File: src/rtl/bdpc_pkg.sv
// shared types and constants for the button debounce and press classifier
// no dependencies
`timescale 1ns / 1ps

package bdpc_pkg;

  localparam int REG_WIDTH   = 16;
  localparam int IDX_WIDTH   = 1;
  localparam int TDATA_WIDTH = 8;

  localparam logic [REG_WIDTH-1:0] DEBOUNCE_RESET   = 16'd50;
  localparam logic [REG_WIDTH-1:0] LONG_PRESS_RESET = 16'd1000;

  typedef enum logic [IDX_WIDTH-1:0] {
    REG_DEBOUNCE_TICKS   = 1'b0,
    REG_LONG_PRESS_TICKS = 1'b1
  } reg_index_t;

  typedef struct packed {
    logic [REG_WIDTH-1:0] debounce_ticks;
    logic [REG_WIDTH-1:0] long_press_ticks;
  } cfg_t;

  // lowest bit last in declaration order
  typedef struct packed {
    logic held_long;
    logic held_short;
    logic debounced_down;
    logic long_press_pulse;
    logic short_press_pulse;
  } result_t;

endpackage

File: src/rtl/bdpc_cfg.sv
// configuration register file for the press classifier
// depends on bdpc_pkg
`timescale 1ns / 1ps

module bdpc_cfg (
  input  logic                              clk,
  input  logic                              rst,
  input  logic                              cfg_we,
  input  logic [bdpc_pkg::IDX_WIDTH-1:0]    cfg_index,
  input  logic [bdpc_pkg::REG_WIDTH-1:0]    cfg_data,
  output bdpc_pkg::cfg_t                    cfg
);
  import bdpc_pkg::*;

  always_ff @(posedge clk) begin
    if (rst) begin
      cfg.debounce_ticks   <= DEBOUNCE_RESET;
      cfg.long_press_ticks <= LONG_PRESS_RESET;
    end else if (cfg_we) begin
      case (reg_index_t'(cfg_index))
        REG_DEBOUNCE_TICKS:   cfg.debounce_ticks   <= cfg_data;
        REG_LONG_PRESS_TICKS: cfg.long_press_ticks <= cfg_data;
        default: ;
      endcase
    end
  end

endmodule

File: src/rtl/bdpc_core.sv
// debounce state, saturating counters and press classification for one tick
// depends on bdpc_pkg
`timescale 1ns / 1ps

module bdpc_core #(
  parameter int COUNT_WIDTH = 16
) (
  input  logic                clk,
  input  logic                rst,
  input  logic                en,
  input  logic                raw_level,
  input  bdpc_pkg::cfg_t      cfg,
  output bdpc_pkg::result_t   res
);
  import bdpc_pkg::*;

  localparam int CMPW = (COUNT_WIDTH > REG_WIDTH) ? COUNT_WIDTH : REG_WIDTH;
  localparam logic [COUNT_WIDTH-1:0] COUNT_MAX = {COUNT_WIDTH{1'b1}};

  logic                   previous_raw;
  logic                   accepted_level;
  logic [COUNT_WIDTH-1:0] stable_ticks;
  logic [COUNT_WIDTH-1:0] held_ticks;

  logic                   previous_raw_next;
  logic                   accepted_level_next;
  logic [COUNT_WIDTH-1:0] stable_ticks_next;
  logic [COUNT_WIDTH-1:0] held_ticks_next;

  logic [COUNT_WIDTH-1:0] held_inc;
  logic [CMPW-1:0]        deb_ext;
  logic [CMPW-1:0]        long_ext;
  logic [CMPW-1:0]        stable_ext;
  logic [CMPW-1:0]        held_inc_ext;
  logic [CMPW-1:0]        held_next_ext;
  logic                   accept;
  logic                   release_long;
  logic                   down;

  always_comb begin
    held_inc = (held_ticks == COUNT_MAX) ? held_ticks : held_ticks + 1'b1;
    if (raw_level != previous_raw) begin
      stable_ticks_next = '0;
    end else begin
      stable_ticks_next = (stable_ticks == COUNT_MAX) ? stable_ticks : stable_ticks + 1'b1;
    end

    deb_ext      = CMPW'(cfg.debounce_ticks);
    long_ext     = CMPW'(cfg.long_press_ticks);
    stable_ext   = CMPW'(stable_ticks_next);
    held_inc_ext = CMPW'(held_inc);

    accept              = (stable_ext > deb_ext) && (raw_level != accepted_level);
    accepted_level_next = accept ? raw_level : accepted_level;
    held_ticks_next     = (accept && !raw_level) ? '0 : held_inc;
    previous_raw_next   = raw_level;
    held_next_ext       = CMPW'(held_ticks_next);

    release_long = held_inc_ext >= long_ext;
    down         = !accepted_level_next;

    res.long_press_pulse  = accept && raw_level && release_long;
    res.short_press_pulse = accept && raw_level && !release_long && (held_inc_ext >= deb_ext);
    res.debounced_down    = down;
    res.held_short        = down && (held_next_ext < long_ext);
    res.held_long         = down && (held_next_ext >= long_ext);
  end

  always_ff @(posedge clk) begin
    if (rst) begin
      previous_raw   <= 1'b1;
      accepted_level <= 1'b1;
      stable_ticks   <= '0;
      held_ticks     <= '0;
    end else if (en) begin
      previous_raw   <= previous_raw_next;
      accepted_level <= accepted_level_next;
      stable_ticks   <= stable_ticks_next;
      held_ticks     <= held_ticks_next;
    end
  end

`ifndef SYNTHESIS
  // a release pulse only comes with a pressed-to-released change
  assert property (@(posedge clk) disable iff (rst)
    en && (res.short_press_pulse || res.long_press_pulse)
      |=> accepted_level && !$past(accepted_level))
    else $error("release pulse without debounced release");

  // a raw edge restarts the stability count
  assert property (@(posedge clk) disable iff (rst)
    en && (raw_level != previous_raw) |=> stable_ticks == '0)
    else $error("stable count not cleared on raw edge");

  // state only moves on a transaction
  assert property (@(posedge clk) disable iff (rst)
    !en |=> $stable(accepted_level) && $stable(held_ticks) && $stable(stable_ticks))
    else $error("state changed without transaction");

  // pulses only while the debounced level shows released
  assert property (@(posedge clk) disable iff (rst)
    en && (res.short_press_pulse || res.long_press_pulse)
      |-> !res.debounced_down && !res.held_short && !res.held_long)
    else $error("pulse while still pressed");
`endif

endmodule

File: src/rtl/button_debounce_press_classifier.sv
// One sample tick is taken per cycle when the output is not stalled, and each tick
// gives exactly one result, passing through the input register and then the
// result register. Both counter updates and all threshold compares sit in the
// single stage between those registers, so the sustained rate is one tick per
// clock whenever the downstream side keeps up.
// top level: input stage, classifier core and result register; uses bdpc_pkg
`timescale 1ns / 1ps

module button_debounce_press_classifier #(
  parameter int COUNT_WIDTH = 16
) (
  input  logic                                clk,
  input  logic                                rst,
  input  logic                                s_tvalid,
  output logic                                s_tready,
  input  logic [bdpc_pkg::TDATA_WIDTH-1:0]    s_tdata,   // raw_level, zero fill
  output logic                                m_tvalid,
  input  logic                                m_tready,
  // short_press_pulse, long_press_pulse, debounced_down, held_short, held_long, zero fill
  output logic [bdpc_pkg::TDATA_WIDTH-1:0]    m_tdata,
  input  logic                                cfg_we,
  input  logic [bdpc_pkg::IDX_WIDTH-1:0]      cfg_index,
  input  logic [bdpc_pkg::REG_WIDTH-1:0]      cfg_data
);
  import bdpc_pkg::*;

  localparam int RES_WIDTH = $bits(result_t);

  cfg_t    cfg;
  result_t res;
  result_t res_hold;
  logic    in_valid;
  logic    in_raw;
  logic    out_valid;
  logic    out_ready;
  logic    advance;

  assign out_ready = !out_valid || m_tready;
  assign s_tready  = !in_valid || out_ready;
  assign advance   = in_valid && out_ready;

  bdpc_cfg u_cfg (
    .clk       (clk),
    .rst       (rst),
    .cfg_we    (cfg_we),
    .cfg_index (cfg_index),
    .cfg_data  (cfg_data),
    .cfg       (cfg)
  );

  bdpc_core #(
    .COUNT_WIDTH (COUNT_WIDTH)
  ) u_core (
    .clk       (clk),
    .rst       (rst),
    .en        (advance),
    .raw_level (in_raw),
    .cfg       (cfg),
    .res       (res)
  );

  // input register
  always_ff @(posedge clk) begin
    if (rst) begin
      in_valid <= 1'b0;
    end else if (s_tvalid && s_tready) begin
      in_valid <= 1'b1;
    end else if (advance) begin
      in_valid <= 1'b0;
    end
  end

  always_ff @(posedge clk) begin
    if (s_tvalid && s_tready) begin
      in_raw <= s_tdata[0];
    end
  end

  // result register
  always_ff @(posedge clk) begin
    if (rst) begin
      out_valid <= 1'b0;
    end else if (advance) begin
      out_valid <= 1'b1;
    end else if (m_tready) begin
      out_valid <= 1'b0;
    end
  end

  always_ff @(posedge clk) begin
    if (advance) begin
      res_hold <= res;
    end
  end

  assign m_tvalid = out_valid;
  assign m_tdata  = {{(TDATA_WIDTH-RES_WIDTH){1'b0}}, res_hold};

endmodule
File: config.mk
export PLATFORM = sky130hd
export DESIGN_NAME = button_debounce_press_classifier
export DESIGN_NICKNAME = d
export VERILOG_FILES = /design/src/rtl/bdpc_pkg.sv /design/src/rtl/bdpc_cfg.sv /design/src/rtl/bdpc_core.sv /design/src/rtl/button_debounce_press_classifier.sv
export SDC_FILE = /design/constraint.sdc
export NUM_CORES = 1
export LEC_CHECK = 0
export BUFFER_PORTS_ARGS = -buffer_cell sky130_fd_sc_hd__buf_2
export CORE_MARGIN = 1.5
export CORE_UTILIZATION = 50
export CTS_CLUSTER_SIZE = 16
export DETAILED_ROUTE_END_ITERATION = 8
export HOLD_SLACK_MARGIN = 0.1
export PLACE_DENSITY = 0.8
export SYNTH_ARGS = -nofsm -noshare
export SYNTH_HDL_FRONTEND = slang
export SYNTH_SLANG_ARGS = --single-unit
File: constraint.sdc
create_clock -name clk -period 15.28 [get_ports clk]
set_clock_uncertainty 0.05 [all_clocks]
set_input_delay 1.528 -clock clk [delete_from_list [all_inputs] [get_ports clk]]
set_output_delay 1.528 -clock clk [all_outputs]
set_load 0.05 [all_outputs]
==> results of run 1 <==
layout make-up:
cell class / instances / share of cell area
timing repair buffer: 34 / 0.0319
multi-input combinational: 522 / 0.606
inverter: 45 / 0.0295
clock inverter: 6 / 0.00830
clock buffer: 10 / 0.0260
tap: 136 / 0.0297
sequential: 74 / 0.269
cells in the mapped netlist (4+ instances only):
master and instances:
nor2_1 35, edfxtp_1 6, a211o_1 7, a21oi_1 72
and4_1 4, mux2i_1 4, nand2_1 106, a21o_1 8
nand3_1 12, or3_1 15, xnor2_1 9, buf_4 4
o21ai_0 28, ha_1 66, nand4_1 16, nand2b_1 9
or4_1 4, nor3_1 6, o31ai_1 4, xor2_1 13
inv_1 45, nand3b_1 17, clkbuf_1 22, a31oi_1 9
nor2b_1 13, dfxtp_1 68, a41oi_1 5, buf_2 5
and3_1 6, a211oi_1 5, and2_1 4
cell usage in the layout, fill, tap and decap left out, types with 12 or more instances in the layout:
cell type,n
nand3_1,12
xor2_1,13
nor2_1,35
or3_1,15
nand2_1,106
nand3b_1,17
nand4_1,16
a21oi_1,72
dfxtp_1,68
o21ai_0,28
buf_2,29
nor2b_1,13
inv_1,45
ha_1,66
state kept, by name, summed over array words and instances (netlist names):
| name | cells |
|---|---|
| m_tvalid | 1 |
| in_valid | 1 |
| u_core.held_ticks | 16 |
| m_tdata | 5 |
| u_core.stable_ticks | 16 |
| in_raw | 1 |
| u_cfg.cfg | 32 |
| u_core.previous_raw | 1 |
| u_core.accepted_level | 1 |
per-layer routing:
metal,vias to the layer above,part of all wire,global-route usage
met1,2246,0.46,0.296
met2,137,0.46,0.373
met5,-,0,0
met4,0,0.033,0.114
met3,23,0.045,0.0460
li1,2411,-,-
per-stage QoR:
step                instances  setup WS (ps)   util  hold slack [ps]  power [µW]
global placement          811           9910  0.536              393         261
finish                    827           9690  0.555              409         409
CTS                       827           9740  0.555              411         412
detailed placement        811           9780  0.536              399         263
floorplan                 674          10330      -              386         248
global route              827           9270  0.555              430         428
worst min path at each step:
| stage | startpoint | endpoint | slack, ps | depth (start not counted) |
|---|---|---|---|---|
| 2_1_floorplan | u_cfg.cfg[10]$_SDFFE_PP0P_ | u_cfg.cfg[10]$_SDFFE_PP0P_ | 390 | 2 |
| 3_3_place_gp | u_cfg.cfg[24]$_SDFFE_PP0P_ | u_cfg.cfg[24]$_SDFFE_PP0P_ | 390 | 2 |
| 3_5_place_dp | u_cfg.cfg[19]$_SDFFE_PP0P_ | u_cfg.cfg[19]$_SDFFE_PP0P_ | 400 | 2 |
| 4_1_cts | u_cfg.cfg[19]$_SDFFE_PP0P_ | u_cfg.cfg[19]$_SDFFE_PP0P_ | 410 | 2 |
| 5_1_grt | u_cfg.cfg[23]$_SDFFE_PP0P_ | u_cfg.cfg[23]$_SDFFE_PP0P_ | 430 | 2 |
| 6_report | u_cfg.cfg[15]$_SDFFE_PP0P_ | u_cfg.cfg[15]$_SDFFE_PP0P_ | 410 | 2 |
power breakdown:
| part | leakage, µW | internal, µW | total (µW) | switching, µW |
|---|---|---|---|---|
| Combinational | 0.00178 | 18.4 | 54.2 | 35.8 |
| Clock | 0.0000984 | 70.1 | 149 | 79.2 |
| Sequential | 0.000612 | 201 | 205 | 4.25 |
cells by family (layout without fill, tap and decap cells):
family,after synthesis,in the layout
simple gates,263,263
compound gates,164,164
buf+inv,78,95
flops,74,74
fa+ha+maj,66,66
xor+xnor,22,22
mux,4,4
other cells,1,3
worst reg2reg max path: cells and delay by family (launching register included):
kind                     cells  cell delay (ps)
AO/OA/AOI/OAI                5             1300
XOR/XNOR                     1              170
adder cells (fa/ha/maj)      3              940
buffers and inverters        2              440
flip-flops                   1              490
AND/OR/NAND/NOR              9             1970
==> flow_summary.json, run 1 <==
{
  "status": "completed",
  "placed_area_um2": 5530,
  "fin_crit_ps": 5590,
  "cellLeakagePower_uw": 0.00249,
  "synth_top_family_by_area": "simple AND/OR/NAND/NOR gates",
  "cts_made_buffers": 9,
  "r2r_end": "m_tdata[4]$_DFFE_PP_",
  "rsz0062_at_grt": "no",
  "synth_compound_area_frac": 0.191,
  "synth_mux_area_frac": 0.00752,
  "clk_latency_ps": 370,
  "yosys.area_share.simple": 0.259,
  "place_congestion": 0.893,
  "endpoint": "m_tdata[4]$_DFFE_PP_",
  "ys_ff_latch": 74,
  "syn_avg_cell_area_um2": 7.92,
  "cts_root_buf": "clkbuf_8",
  "syn_area_um2": 5330,
  "nets": 782,
  "worst_setup_path_end_kind": "register",
  "drive_gt1_frac": 0.0970,
  "antenna_cells": 0,
  "grt_usage": 0.232,
  "critPathMaxStageDelay_ps": 490,
  "grt_max_degree": 70,
  "fmax_ghz": 0.179,
  "first_global_vias": 4578,
  "drt-initial-drc-count": 269,
  "synth-async-reset-ratio": 0,
  "worstMarginPinSlew_ps": 724,
  "fin_tns_setup_ps": 0,
  "postCtsSetupBuffers": 0,
  "relSlewSlack": 0.517,
  "hp-class": "reg2reg",
  "h-tree-depth": 3,
  "wl_per_cell_um": 15.1,
  "initial_core_util": 0.516,
  "cp-start-kind": "register",
  "cp_num_cells": 20,
  "ys_seq_area_frac": 0.289,
  "yosys_most_used_dff": "dfxtp_1",
  "r2r_start": "u_core.stable_ticks[0]$_SDFFE_PP0P_",
  "finalCritPeriodShare": 0.366,
  "io_pins": 40,
  "synth_cells": 672,
  "hold_buffers": 0,
  "cap_violations": 0,
  "wl_um": 12500,
  "fp.dieW_um": 106,
  "ant_nets": 0,
  "crit_slowest_cell": "dfxtp_1",
  "synth_cell_type_count": 67,
  "place.port_buffers": 29,
  "crit_required_ps": 15360,
  "clockBufferDepth": 2,
  "drc": 0,
  "hpwl_um": 9590,
  "crit_chain": "ha_1 -> inv_1 -> nor4b_4 -> nand2_2 -> nand4_1 -> xor2_1 -> nor2_1 -> ha_1 -> nand4_1 -> nor4_2 -> or3b_2 -> a31oi_2 -> buf_4 -> nor2_1 -> ha_1 -> and3_1 -> a221o_1 -> a221oi_1 -> o31ai_1 -> o21a_1",
  "ff2ff_path_depth": 20,
  "synth_edf_count": 6,
  "synth_area_leader_cell": "dfxtp_1",
  "cts_tree": "done",
  "regArea_um2": 1540,
  "syn_to_final_growth_pct": 7.59,
  "cts_resized": 0,
  "critical_path_class": "reg2reg",
  "synth_top_cell_area_share": 0.256,
  "grt_overflow": 0,
  "vias": 4817,
  "worstPathArrival_ps": 5660,
  "core_um2": 10300,
  "clk_pin_slew_ps": 80,
  "peakVddDrop_mv": 0.0621,
  "path_common_cell": "ha_1",
  "antenna_found_initial": 0,
  "setup_viol": 0,
  "path_buf_inv": 2,
  "synth-adder-area-share": 0.155,
  "setup.worst_path.start": "u_core.stable_ticks[0]$_SDFFE_PP0P_",
  "first_pass_iters": 5,
  "reg2reg_slack_ps": 9690,
  "yosys.area_share.xor_xnor": 0.0362,
  "die-area_um2": 11300,
  "grt_pass1_wl_um": 21000,
  "num-fill-cells": 948,
  "p_per_area_nw_per_um2": 71.4,
  "drt-vias-per-instance": 5.82,
  "design_area_um2": 5730,
  "report.final.slew_viol_count": 0,
  "multi_input_area_um2": 3470,
  "row_count": 37,
  "yosysWarnings": 0,
  "yosys-top-cells-area": "dfxtp_1, ha_1, nand2_1",
  "finalHoldViolations": 0,
  "crit_fanout": 36,
  "die_y_um": 106,
  "clkSinkCount": 74,
  "critPathTopFamily": "simple AND/OR/NAND/NOR gates"
}
Note: power is estimated with default switching activity, not from simulation.
==> inputs of run 2 (changes only) <==
==> constraint.sdc (replaced) <==
create_clock -name clk -period 5.81 [get_ports clk]
set_clock_uncertainty 0.05 [all_clocks]
set_input_delay 0.581 -clock clk [delete_from_list [all_inputs] [get_ports clk]]
set_output_delay 0.581 -clock clk [all_outputs]
set_load 0.05 [all_outputs]
==> run 2 against run 1 <==
  * Via count grew 0.10%
  * Maximum frequency grew 2.5%
  * Clock power grew to 2.7 times the previous value
  * Final cell count grew 0.12%
  * Non-clock buffer count is the same
  * Global-route usage grew 1.5 points
  * Largest cell class unchanged
  * Largest power group unchanged
==> flow_summary.json, run 2 (same netlist as run 1, synthesis figures left out) <==
{
  "status": "completed",
  "final_cell_mix": "nand2_1, a21oi_1, dfxtp_1",
  "p_per_area_nw_per_um2": 189,
  "place_congestion": 0.890,
  "peakVddDrop_mv": 0.176,
  "regArea_um2": 1540,
  "power.switching_uw": 303,
  "hp-class": "in2reg",
  "h-tree-depth": 3,
  "cts_tree": "done",
  "nets": 782,
  "drt-vias-per-instance": 5.82,
  "layout_commonest_cell": "nand2_1",
  "final_cells": 828,
  "setup_viol": 0,
  "r2r_end": "m_tdata[4]$_DFFE_PP_",
  "wl_per_cell_um": 15.8,
  "finalCritPeriodShare": 0.938,
  "drive_gt1_frac": 0.0955,
  "largest_reg_flops": 32,
  "cellLeakagePower_uw": 0.00250,
  "fmax_ghz": 0.183,
  "antenna_found_initial": 1,
  "fin_crit_ps": 5450,
  "hpwl_um": 9790,
  "path_common_cell": "ha_1",
  "grt_pass1_wl_um": 22100,
  "grt_usage": 0.247,
  "io_pins": 40,
  "clk_pin_slew_ps": 80,
  "vias": 4822,
  "multi_input_area_um2": 3470,
  "fin_tns_setup_ps": 0,
  "drc": 0,
  "grt_overflow": 0,
  "critical_path_class": "reg2reg",
  "top_register": "u_cfg.cfg",
  "cap_violations": 0,
  "num-fill-cells": 955,
  "seqPwrFrac": 0.498,
  "finish.utilization": 0.555,
  "power_frac_comb": 0.133,
  "clkSinkCount": 74,
  "fin_hold_ws_ps": 335,
  "grt_max_degree": 70,
  "die_y_um": 106,
  "crit_fanout": 33,
  "cts_root_buf": "clkbuf_8",
  "top_regs": "u_cfg.cfg (32), u_core.held_ticks (16), u_core.stable_ticks (16)",
  "cts_made_buffers": 9,
  "worstMarginPinSlew_ps": 769,
  "syn_to_final_growth_pct": 7.68,
  "first_global_vias": 4726,
  "die-area_um2": 11300,
  "crit_required_ps": 5900,
  "core_um2": 10300,
  "critPathMaxStageDelay_ps": 510,
  "worst_setup_path_end_kind": "register",
  "report.final.slew_viol_count": 0,
  "initial_core_util": 0.516,
  "clkPwrFrac": 0.370,
  "first_pass_iters": 5,
  "p_int_uw": 782,
  "postCtsSetupBuffers": 0,
  "dp_cells": 811,
  "row_count": 37,
  "hold_start": "s_tdata[0]",
  "swShare": 0.279,
  "drt-initial-drc-count": 301,
  "wl_um": 13100,
  "hold_buffers": 0,
  "min_to": "in_raw$_DFFE_PP_",
  "cts_resized": 0,
  "crit_chain": "ha_1 -> inv_1 -> nor4b_4 -> nand2_2 -> nand4_1 -> xor2_1 -> nor2_1 -> ha_1 -> nand4_1 -> nor4_2 -> or3b_2 -> a31oi_2 -> buf_4 -> a21oi_1 -> ha_1 -> a21o_1 -> a21o_1 -> a221oi_1 -> o31ai_1 -> o21a_1",
  "relSlewSlack": 0.487,
  "clk_latency_ps": 380,
  "ant_nets": 0,
  "clockBufferDepth": 2,
  "crit_slowest_cell": "dfxtp_1",
  "place.port_buffers": 29,
  "reg2reg_slack_ps": 360,
  "worstHoldPathCells": 1,
  "worstPathArrival_ps": 5540,
  "fp.dieW_um": 106,
  "r2r_start": "u_core.stable_ticks[0]$_SDFFE_PP0P_",
  "cp-start-kind": "register",
  "ff2ff_path_depth": 20,
  "rsz0062_at_grt": "no",
  "finalHoldViolations": 0
}
## run 2: cell count changes in the layout (fill, tap and decap cells not counted), sizes merged
cell,before,now
diode,0,1
clkinv,3,2
inv,47,46
clkbuf,10,13
clkinvlp,1,0
## run 2: metrics by stage
stage	power (µW)	instance area, µm²	setup WS [ps]
finish	1090	5730	359
global route	1140	5730	3.45
CTS	1090	5730	414
detailed placement	694	5530	440
global placement	686	5530	582
floorplan	652	5330	862
## run 2: routing by layer
metal | routed length [µm] | share of wire | track usage | vias to the layer above
met2 | 6020 | 0.46 | 0.401 | 132
met5 | 0 | 0 | 0 | -
met1 | 5930 | 0.45 | 0.306 | 2245
li1 | - | - | - | 2415
met3 | 686 | 0.052 | 0.0552 | 30
met4 | 433 | 0.033 | 0.125 | 0
## run 2: power by group through the flow
stage	sequential, µW	clock [µW]	combinational (µW)
floorplan	554	0	98.4
global placement	551	0	135
detailed placement	552	0	142
CTS	540	411	143
global route	543	433	161
finish	540	401	144
## run 2: worst max-delay path by stage
stage | from | end | depth (start not counted)
floorplan | u_core.stable_ticks[0]$_SDFFE_PP0P_ | m_tdata[4]$_DFFE_PP_ | 20
global placement | u_core.stable_ticks[0]$_SDFFE_PP0P_ | m_tdata[4]$_DFFE_PP_ | 20
detailed placement | u_core.stable_ticks[0]$_SDFFE_PP0P_ | m_tdata[4]$_DFFE_PP_ | 20
CTS | u_core.stable_ticks[0]$_SDFFE_PP0P_ | m_tdata[4]$_DFFE_PP_ | 20
global route | u_core.stable_ticks[0]$_SDFFE_PP0P_ | m_tdata[4]$_DFFE_PP_ | 20
finish | u_core.stable_ticks[0]$_SDFFE_PP0P_ | m_tdata[4]$_DFFE_PP_ | 20
## run 2: final cells by class
type                    instances  area share
diodes                          1    0.000436
clock inverters                 3     0.00327
repair buffers                 34      0.0319
clock buffers                  13      0.0314
multi-input cells             522       0.605
well taps                     136      0.0297
inverters                      45      0.0295
flip-flops and latches         74       0.269
## run 2: worst max-delay path: cells and delay by family (launching register included)
kind | cells | cell delay, ps
adder cells (fa/ha/maj) | 3 | 890
AO/OA/AOI/OAI | 7 | 1430
buffers and inverters | 2 | 450
AND/OR/NAND/NOR | 7 | 1620
XOR/XNOR | 1 | 230
flip-flops | 1 | 510
==> inputs of run 3 (changes only) <==
--- a/config.mk
+++ b/config.mk
@@ -6,6 +6,7 @@
 export NUM_CORES = 1
 export LEC_CHECK = 0
 export BUFFER_PORTS_ARGS = -buffer_cell sky130_fd_sc_hd__buf_2
+export CORE_ASPECT_RATIO = 1.1
 export CORE_MARGIN = 1.5
 export CORE_UTILIZATION = 50
 export CTS_CLUSTER_SIZE = 16
==> run 3 against run 2 <==
  * Sequential cell count unchanged
  * Worst hold slack better by 24 ps
  * Die area about the same
  * Critical endpoint unchanged
==> flow_summary.json, run 3 (same netlist as run 1, synthesis figures left out) <==
{
  "cp-start-kind": "register",
  "die-area_um2": 11300,
  "wl_per_cell_um": 15.6,
  "seqPwrFrac": 0.431,
  "grt_use_met1": 0.276,
  "report.final.slew_viol_count": 0,
  "rsz0062_at_grt": "no",
  "clk_pin_slew_ps": 60,
  "largest_reg_flops": 32,
  "drt-initial-drc-count": 231,
  "cellLeakagePower_uw": 0.00255,
  "fp.dieW_um": 101,
  "min_to": "in_raw$_DFFE_PP_",
  "die_y_um": 111,
  "h-tree-depth": 3,
  "place.port_buffers": 29,
  "relSlewSlack": 0.499,
  "cts_made_buffers": 9,
  "top_usage_layer": "met2",
  "fin_crit_ps": 5370,
  "worstPathArrival_ps": 5420,
  "clk_latency_ps": 350,
  "initial_core_util": 0.512,
  "ff2ff_path_depth": 20,
  "design_area_um2": 5850,
  "p_per_area_nw_per_um2": 214,
  "row_count": 39,
  "reg2reg_slack_ps": 440,
  "hp-class": "in2reg",
  "r2r_start": "u_core.stable_ticks[0]$_SDFFE_PP0P_",
  "final_cell_mix": "nand2_1, a21oi_1, dfxtp_1",
  "fin_tns_setup_ps": 0,
  "drc": 0,
  "place_congestion": 0.916,
  "status": "completed",
  "critical_path_class": "reg2reg",
  "grt_max_degree": 43,
  "vias": 4910,
  "grt_overflow": 0,
  "setup_viol": 0,
  "power.switching_uw": 342,
  "grt_use_met2": 0.406,
  "dp_cells": 819,
  "grt_pass1_wl_um": 21400,
  "cts_resized": 0,
  "drive_gt1_frac": 0.0983,
  "hold_buffers": 0,
  "peakVddDrop_mv": 0.137,
  "p_int_uw": 913,
  "placed_area_um2": 5550,
  "io_pins": 40,
  "syn_to_final_growth_pct": 9.92,
  "cts_tree": "done",
  "first_global_vias": 4617,
  "clockBufferDepth": 2,
  "clkSinkCount": 74,
  "layout_commonest_cell": "nand2_1",
  "worstHoldPathCells": 1,
  "cts_root_buf": "clkbuf_16",
  "crit_fanout": 25,
  "drt-vias-per-instance": 5.88,
  "swShare": 0.272,
  "grt_usage": 0.239,
  "met3_usage": 0.0397,
  "r2r_end": "m_tdata[4]$_DFFE_PP_",
  "final_cells": 835,
  "top_register": "u_cfg.cfg",
  "top_regs": "u_cfg.cfg (32), u_core.held_ticks (16), u_core.stable_ticks (16)",
  "fmax_ghz": 0.186,
  "antenna_found_initial": 0,
  "fin_hold_ws_ps": 359,
  "antenna_cells": 0,
  "cap_violations": 0,
  "core_um2": 10400,
  "hpwl_um": 9820,
  "worstMarginPinSlew_ps": 749,
  "hold_start": "s_tdata[0]",
  "finalCritPeriodShare": 0.924,
  "crit_required_ps": 5860,
  "nets": 783,
  "wl_um": 13000,
  "worst_setup_path_end_kind": "register",
  "first_pass_iters": 5,
  "ant_nets": 0,
  "power_frac_comb": 0.114,
  "finalHoldViolations": 0,
  "postCtsSetupBuffers": 0,
  "clkPwrFrac": 0.455
}
## run 3: changes by cell type in the layout (fill, tap and decap cells not counted), moves of 2 or more
cell       before  now
clkinv_4        0    4
clkbuf_8       11    0
clkbuf_16       1    9
clkinv_2        2    0
## run 3: final cells by class
class                           count  area, µm²
Clock buffer                        9        225
Clock inverter                      7       78.8
Fill cell                         952       4540
Inverter                           45        169
Multi-Input combinational cell    522       3470
Sequential cell                    74       1540
Tap cell                          143        179
Timing Repair Buffer               35        190
## run 3: worst max-delay path, stage by stage (launching register included)
cell and delay (ps):
dfxtp_1 470, ha_1 320, inv_1 100, nor4b_4 420, nand2_2 260, nand4_1 220, xor2_1 160, nor2_1 60
ha_1 320, nand4_1 140, nor4_2 60, or3b_2 460, a31oi_2 290, buf_4 310, a21oi_1 70, ha_1 300
a21o_1 160, a21o_1 170, a221oi_1 430, o31ai_1 140, o21a_1 200
## run 3: worst max path at each step
stage                                                   start                   end  slack, ps  cells past startpoint
after global placement    u_core.stable_ticks[0]$_SDFFE_PP0P_  m_tdata[4]$_DFFE_PP_        660                     20
final                     u_core.stable_ticks[0]$_SDFFE_PP0P_  m_tdata[4]$_DFFE_PP_        440                     20
after floorplan           u_core.stable_ticks[0]$_SDFFE_PP0P_  m_tdata[4]$_DFFE_PP_        860                     20
after CTS                 u_core.stable_ticks[0]$_SDFFE_PP0P_  m_tdata[4]$_DFFE_PP_        500                     20
after global routing      u_core.stable_ticks[0]$_SDFFE_PP0P_  m_tdata[4]$_DFFE_PP_         90                     20
after detailed placement  u_core.stable_ticks[0]$_SDFFE_PP0P_  m_tdata[4]$_DFFE_PP_        550                     20
## run 3: per-stage QoR
stage / power (µW) / utilization / worst slack (ps)
finish: 1260 / 0.563 / 441
global route: 1310 / 0.563 / 94.7
CTS: 1270 / 0.563 / 501
detailed placement: 694 / 0.534 / 547
global placement: 687 / 0.534 / 659
floorplan: 652 / - / 862
## run 3: layer usage
| metal | vias up | wire (µm) |
|---|---|---|
| met1 | 2331 | 5380 |
| met2 | 118 | 6410 |
| met5 | - | 0 |
| met4 | 0 | 598 |
| li1 | 2421 | - |
| met3 | 40 | 615 |
## run 3: power groups by stage
| stage | logic, µW | registers, µW | clock network (µW) |
|---|---|---|---|
| detailed placement | 142 | 552 | 0 |
| global route | 159 | 543 | 604 |
| floorplan | 98.4 | 554 | 0 |
| CTS | 143 | 541 | 584 |
| finish | 144 | 541 | 571 |
| global placement | 136 | 551 | 0 |
